## src/sv/assert_macros.svh

```systemverilog
// assertion helpers for the executor rtl
`ifndef ASSERT_MACROS_SVH
`define ASSERT_MACROS_SVH

// property checked at every rising edge outside reset
`define ASSERT_CLK(lbl, clk, rst, prop, msg) \
   lbl: assert property (@(posedge clk) disable iff (rst) prop) else $error(msg);

// condition that must never hold outside reset
`define ASSERT_NEVER(lbl, clk, rst, cond, msg) \
   `ASSERT_CLK(lbl, clk, rst, !(cond), msg)

`endif

```

## src/sv/lc2k_pkg.sv

```systemverilog
package lc2k_pkg;

   localparam int DATA_W    = 32;
   localparam int ADDR_W    = 16;
   localparam int REG_COUNT = 8;
   localparam int REG_IDX_W = 3;

   // instruction word fields
   localparam int OPC_LSB = 22;
   localparam int RA_LSB  = 19;
   localparam int RB_LSB  = 16;
   localparam int RD_LSB  = 0;
   localparam int OFF_W   = 16;

   typedef enum logic [2:0] {
      OPC_ADD  = 3'd0,
      OPC_NOR  = 3'd1,
      OPC_LW   = 3'd2,
      OPC_SW   = 3'd3,
      OPC_BEQ  = 3'd4,
      OPC_JALR = 3'd5,
      OPC_HALT = 3'd6,
      OPC_NOOP = 3'd7
   } opcode_type;

   typedef enum logic [1:0] {
      OPER_LOAD  = 2'd0,
      OPER_EXEC  = 2'd1,
      OPER_RDREG = 2'd2,
      OPER_RDMEM = 2'd3
   } oper_type;

   typedef enum logic [1:0] {
      STAT_OK         = 2'd0,
      STAT_HALTED     = 2'd1,
      STAT_PC_RANGE   = 2'd2,
      STAT_ADDR_RANGE = 2'd3
   } status_type;

   typedef enum logic [2:0] {
      ST_CLEAR,
      ST_IDLE,
      ST_RESP,
      ST_FETCH,
      ST_EXEC,
      ST_LOAD
   } state_type;

   // single port word memory request
   typedef struct packed {
      logic              wr_en;
      logic              rd_en;
      logic [ADDR_W-1:0] addr;
      logic [DATA_W-1:0] wdata;
   } word_req_type;

   // register file request: one write, two reads
   typedef struct packed {
      logic                 wr_en;
      logic [REG_IDX_W-1:0] wr_idx;
      logic [DATA_W-1:0]    wr_data;
      logic                 rd_en;
      logic [REG_IDX_W-1:0] rd_idx_a;
      logic [REG_IDX_W-1:0] rd_idx_b;
   } rf_req_type;

endpackage

```

## src/sv/lc2k_reg_file.sv

```systemverilog
module lc2k_reg_file
   import lc2k_pkg::*;
(
   input  logic              clock,
   input  rf_req_type        req,
   output logic [DATA_W-1:0] rdata_a,
   output logic [DATA_W-1:0] rdata_b
);

   logic [DATA_W-1:0] regs_ff [REG_COUNT];
   logic [DATA_W-1:0] rdata_a_ff;
   logic [DATA_W-1:0] rdata_b_ff;

   always_ff @(posedge clock) begin
      if (req.wr_en) begin
         regs_ff[req.wr_idx] <= req.wr_data;
      end
      if (req.rd_en) begin
         rdata_a_ff <= regs_ff[req.rd_idx_a];
         rdata_b_ff <= regs_ff[req.rd_idx_b];
      end
   end

   assign rdata_a = rdata_a_ff;
   assign rdata_b = rdata_b_ff;

endmodule

```

## config.mk

```make
export PLATFORM = sky130hd
export DESIGN_NAME = lc2k_reg_file
export DESIGN_NICKNAME = d
export VERILOG_FILES = /design/src/sv/assert_macros.svh /design/src/sv/lc2k_pkg.sv /design/src/sv/lc2k_reg_file.sv
export SDC_FILE = /design/constraint.sdc
export NUM_CORES = 1
export LEC_CHECK = 0
export BUFFER_PORTS_ARGS = -buffer_cell sky130_fd_sc_hd__buf_2
export CAP_MARGIN = 30
export CORE_UTILIZATION = 30
export CTS_CLUSTER_SIZE = 25
export DETAILED_ROUTE_END_ITERATION = 6
export PLACE_DENSITY_LB_ADDON = 0.05
export SYNTH_ARGS = -nofsm -noshare
export SYNTH_HDL_FRONTEND = slang
export SYNTH_SLANG_ARGS = --single-unit
```

## constraint.sdc

```tcl
create_clock -name clock -period 4.8 [get_ports clock]
set_input_delay 0 -clock clock [delete_from_list [all_inputs] [get_ports clock]]
set_output_delay 0 -clock clock [all_outputs]
set_load 0.02 [all_outputs]
```

==> reports/qor.yml <==
global_route:
  grt_max_degree: 55
  grt_pass1_wl_um: 50940
  antenna_found_initial: 3
  grt_pass1_vias: 7574
  grt-ovfl-total: 0
  track_usage: 0.1514
synthesis:
  synth_top_area_cell: "edfxtp_1"
  synth_seq_area_share: 0.6955
  netlist-cell-type-count: 13
  yosysWarnings: 0
  avgSynthCellArea_um2: 24.63
  ys_top_cells_by_area: "edfxtp_1, mux4_1, mux4_2, mux2_2, buf_6"
  netlist_area_um2: 13820
  synth_top_cell_area_share: 0.6955
  synth_nets: 605
  syn_inst: 561
  synth-seq-cells: 320
sta:
  fin_tns_setup_ns: 0
  clock_skew_ns: 0.007022
  setup_viol: 0
  hold_viol_final: 0
  slew_headroom: 0.4764
  rsz0062_at_grt: "false"
  post-route-min-period_ns: 1.654
  fin_crit_sh: 0.3445
  setup_ws_ns: 3.146
  slew_viol_final: 0
  fmax_mhz: 604.7
  worstMarginPinSlew_ns: 0.7854
hold_path:
  hp-class: "input port to register"
  hold_depth: 3
  worstHoldStart: "req[40]"
  hold_end: "regs_ff[2][4]"
setup_path:
  reg2reg_to: "rdata_a[7]"
  r2r_setup_slack_ns: 3.31
  required_ns: 5.09
  rr_worst_depth: 2
  slowest_stage: "mux4_1"
  rr_startpoint: "regs_ff[3][7]"
  worst_setup_path_end_kind: "register"
  path_common_cell: "buf_4"
  critical_path_class: "input port to register"
  path_max_fanout: 37
  start_kind: "input port"
  path_buf_inv: 3
  crit_chain: "buf_4 -> buf_16 -> buf_4 -> mux4_1 -> mux2_2"
  critPathTopFamily: "buffers and inverters"
  cp.arrival_ns: 1.94
  critical_path.max_stage_delay_ns: 0.62
placement:
  gp_congestion: 0.6753
  port_buffers: 107
  dp_slack_ns: 2.548
  dp.final_hpwl_um: 18110
routing:
  viasPerCell: 4.991
  remaining_drc_errors: 0
  firstDrtPassIters: 5
  wire_per_inst_um: 25.48
  antenna_left: 0
  drt_iter0_drc: 373
  wirelength_um: 34530
  vias: 6763
clocking:
  cts_sinks: 320
  cts_max_level: 2
  post-cts-setup-buffers: 0
  cts.reportedPaths.clkPinSlew_ns: 0.06
  cts_buffers: 39
  clock_path_buffers: 3
  tritoncts: "yes"
  clk_root_buffer_cell: "clkbuf_16"
  insertion_delay_ns: 0.53
layout:
  regArea_um2: 9609
  fill_cells: 4163
  multi_input_area_um2: 4018
  syn2layout_area_growth_pct: 20.99
  drive_above_1_share: 0.3944
  layout.nets: 768
pwr:
  peakVddDrop_mv: 0.1880
  p_leak_nw: 5.666
  p_per_area_nw_per_um2: 396.0
floorplan:
  chipWidth_um: 216.6
  io-pin-count: 108
  initial_core_util: 0.3044
  coreArea_um2: 45380
  dieArea_um2: 46920
  fp.dieH_um: 216.6
  rows: 78
run:
  drv_cap: 0
status:
  status: "finished clean"
[per-layer routing]
layer | GRT usage | wire [µm]
met3 | 0.02863 | 1456
met5 | 0 | 13
met2 | 0.2517 | 16850
met1 | 0.1996 | 15500
met4 | 0.04906 | 711
[metrics by stage]
| step | hold WS, ns | area (µm²) | total power (W) | utilization | instances |
|---|---|---|---|---|---|
| 2_1_floorplan | 0.09887 | 13820 | 0.003630 | - | 561 |
| 3_3_place_gp | 0.2619 | 15020 | 0.003825 | 0.3310 | 1245 |
| 3_5_place_dp | 0.2693 | 15150 | 0.003847 | 0.3339 | 1250 |
| 4_1_cts | 0.06480 | 16710 | 0.006735 | 0.3682 | 1353 |
| 5_1_grt | 0.09381 | 16720 | 0.006879 | 0.3683 | 1355 |
| 6_report | 0.09105 | 16720 | 0.006619 | 0.3683 | 1355 |
[how the worst max path moves through the flow]
stage,start,end,slack (ns),cells after the start
6_report,req[0],rdata_b[13],3.15,5
5_1_grt,req[0],rdata_b[28],3.08,5
4_1_cts,req[0],rdata_b[14],3.13,5
3_5_place_dp,req[0],rdata_b[14],2.55,5
3_3_place_gp,req[3],rdata_a[27],2.32,4
2_1_floorplan,req[41],regs_ff[0][0],1.95,2
[worst min-delay path: stages]
cell and delay [ns]:
buf_2 0.13, nand2b_1 0.19, nor2_4 0.11
[area by class of cell]
type                            instances  area share
Antenna cell                            2   0.0002994
Clock buffer                           54     0.06430
Clock inverter                         16    0.009132
Tap cell                              600     0.04491
Sequential cell                       320      0.5749
Timing Repair Buffer                  158     0.06617
Multi-Input combinational cell        205      0.2403
[kinds of logic (layout without fill, tap and decap cells)]
group	Yosys count	count (layout)	share of synthesized area
and+or+nand+nor	13	13	0.004257
muxes	192	192	0.2826
DFF	320	320	0.6955
other	0	2	0
buffers and inverters	36	228	0.01766
[cell usage after synthesis]
library cell,number
nor2_1,6
nor3_1,2
clkbuf_1,1
buf_6,14
mux2_2,64
nand2_1,2
buf_2,2
edfxtp_1,320
mux4_1,80
nand2b_1,3
clkbuf_2,1
mux4_2,48
buf_1,18
[state kept, by name, summed over array words and instances, names as in the netlist]
register	flops
rdata_b	32
rdata_a	32
regs_ff	256
[cell usage in the layout, fill, tap and decap left out, drive strengths merged]
cell and instances:
clkinv 13, nand2 2, mux2 64, bufinv 3, diode 2, edfxtp 320, nand2b 3, nor2 6
dlygate4sd3 33, buf 125, mux4 128, clkbuf 54, nor3 2
[where the power goes]
group | internal, W | leakage (nW) | switching (W) | total (W)
registers | 0.00322 | 2.95 | 0.0000421 | 0.00326
logic | 0.000251 | 2.11 | 0.000289 | 0.000540
clock network | 0.00172 | 0.602 | 0.00110 | 0.00282
[repair_timing]
item / CTS / global route
endpoints found under the hold margin: 284 / 0
hold buffers: 33 / 0
resized for setup: 0 / 0
(Power assumes the default switching activity.)
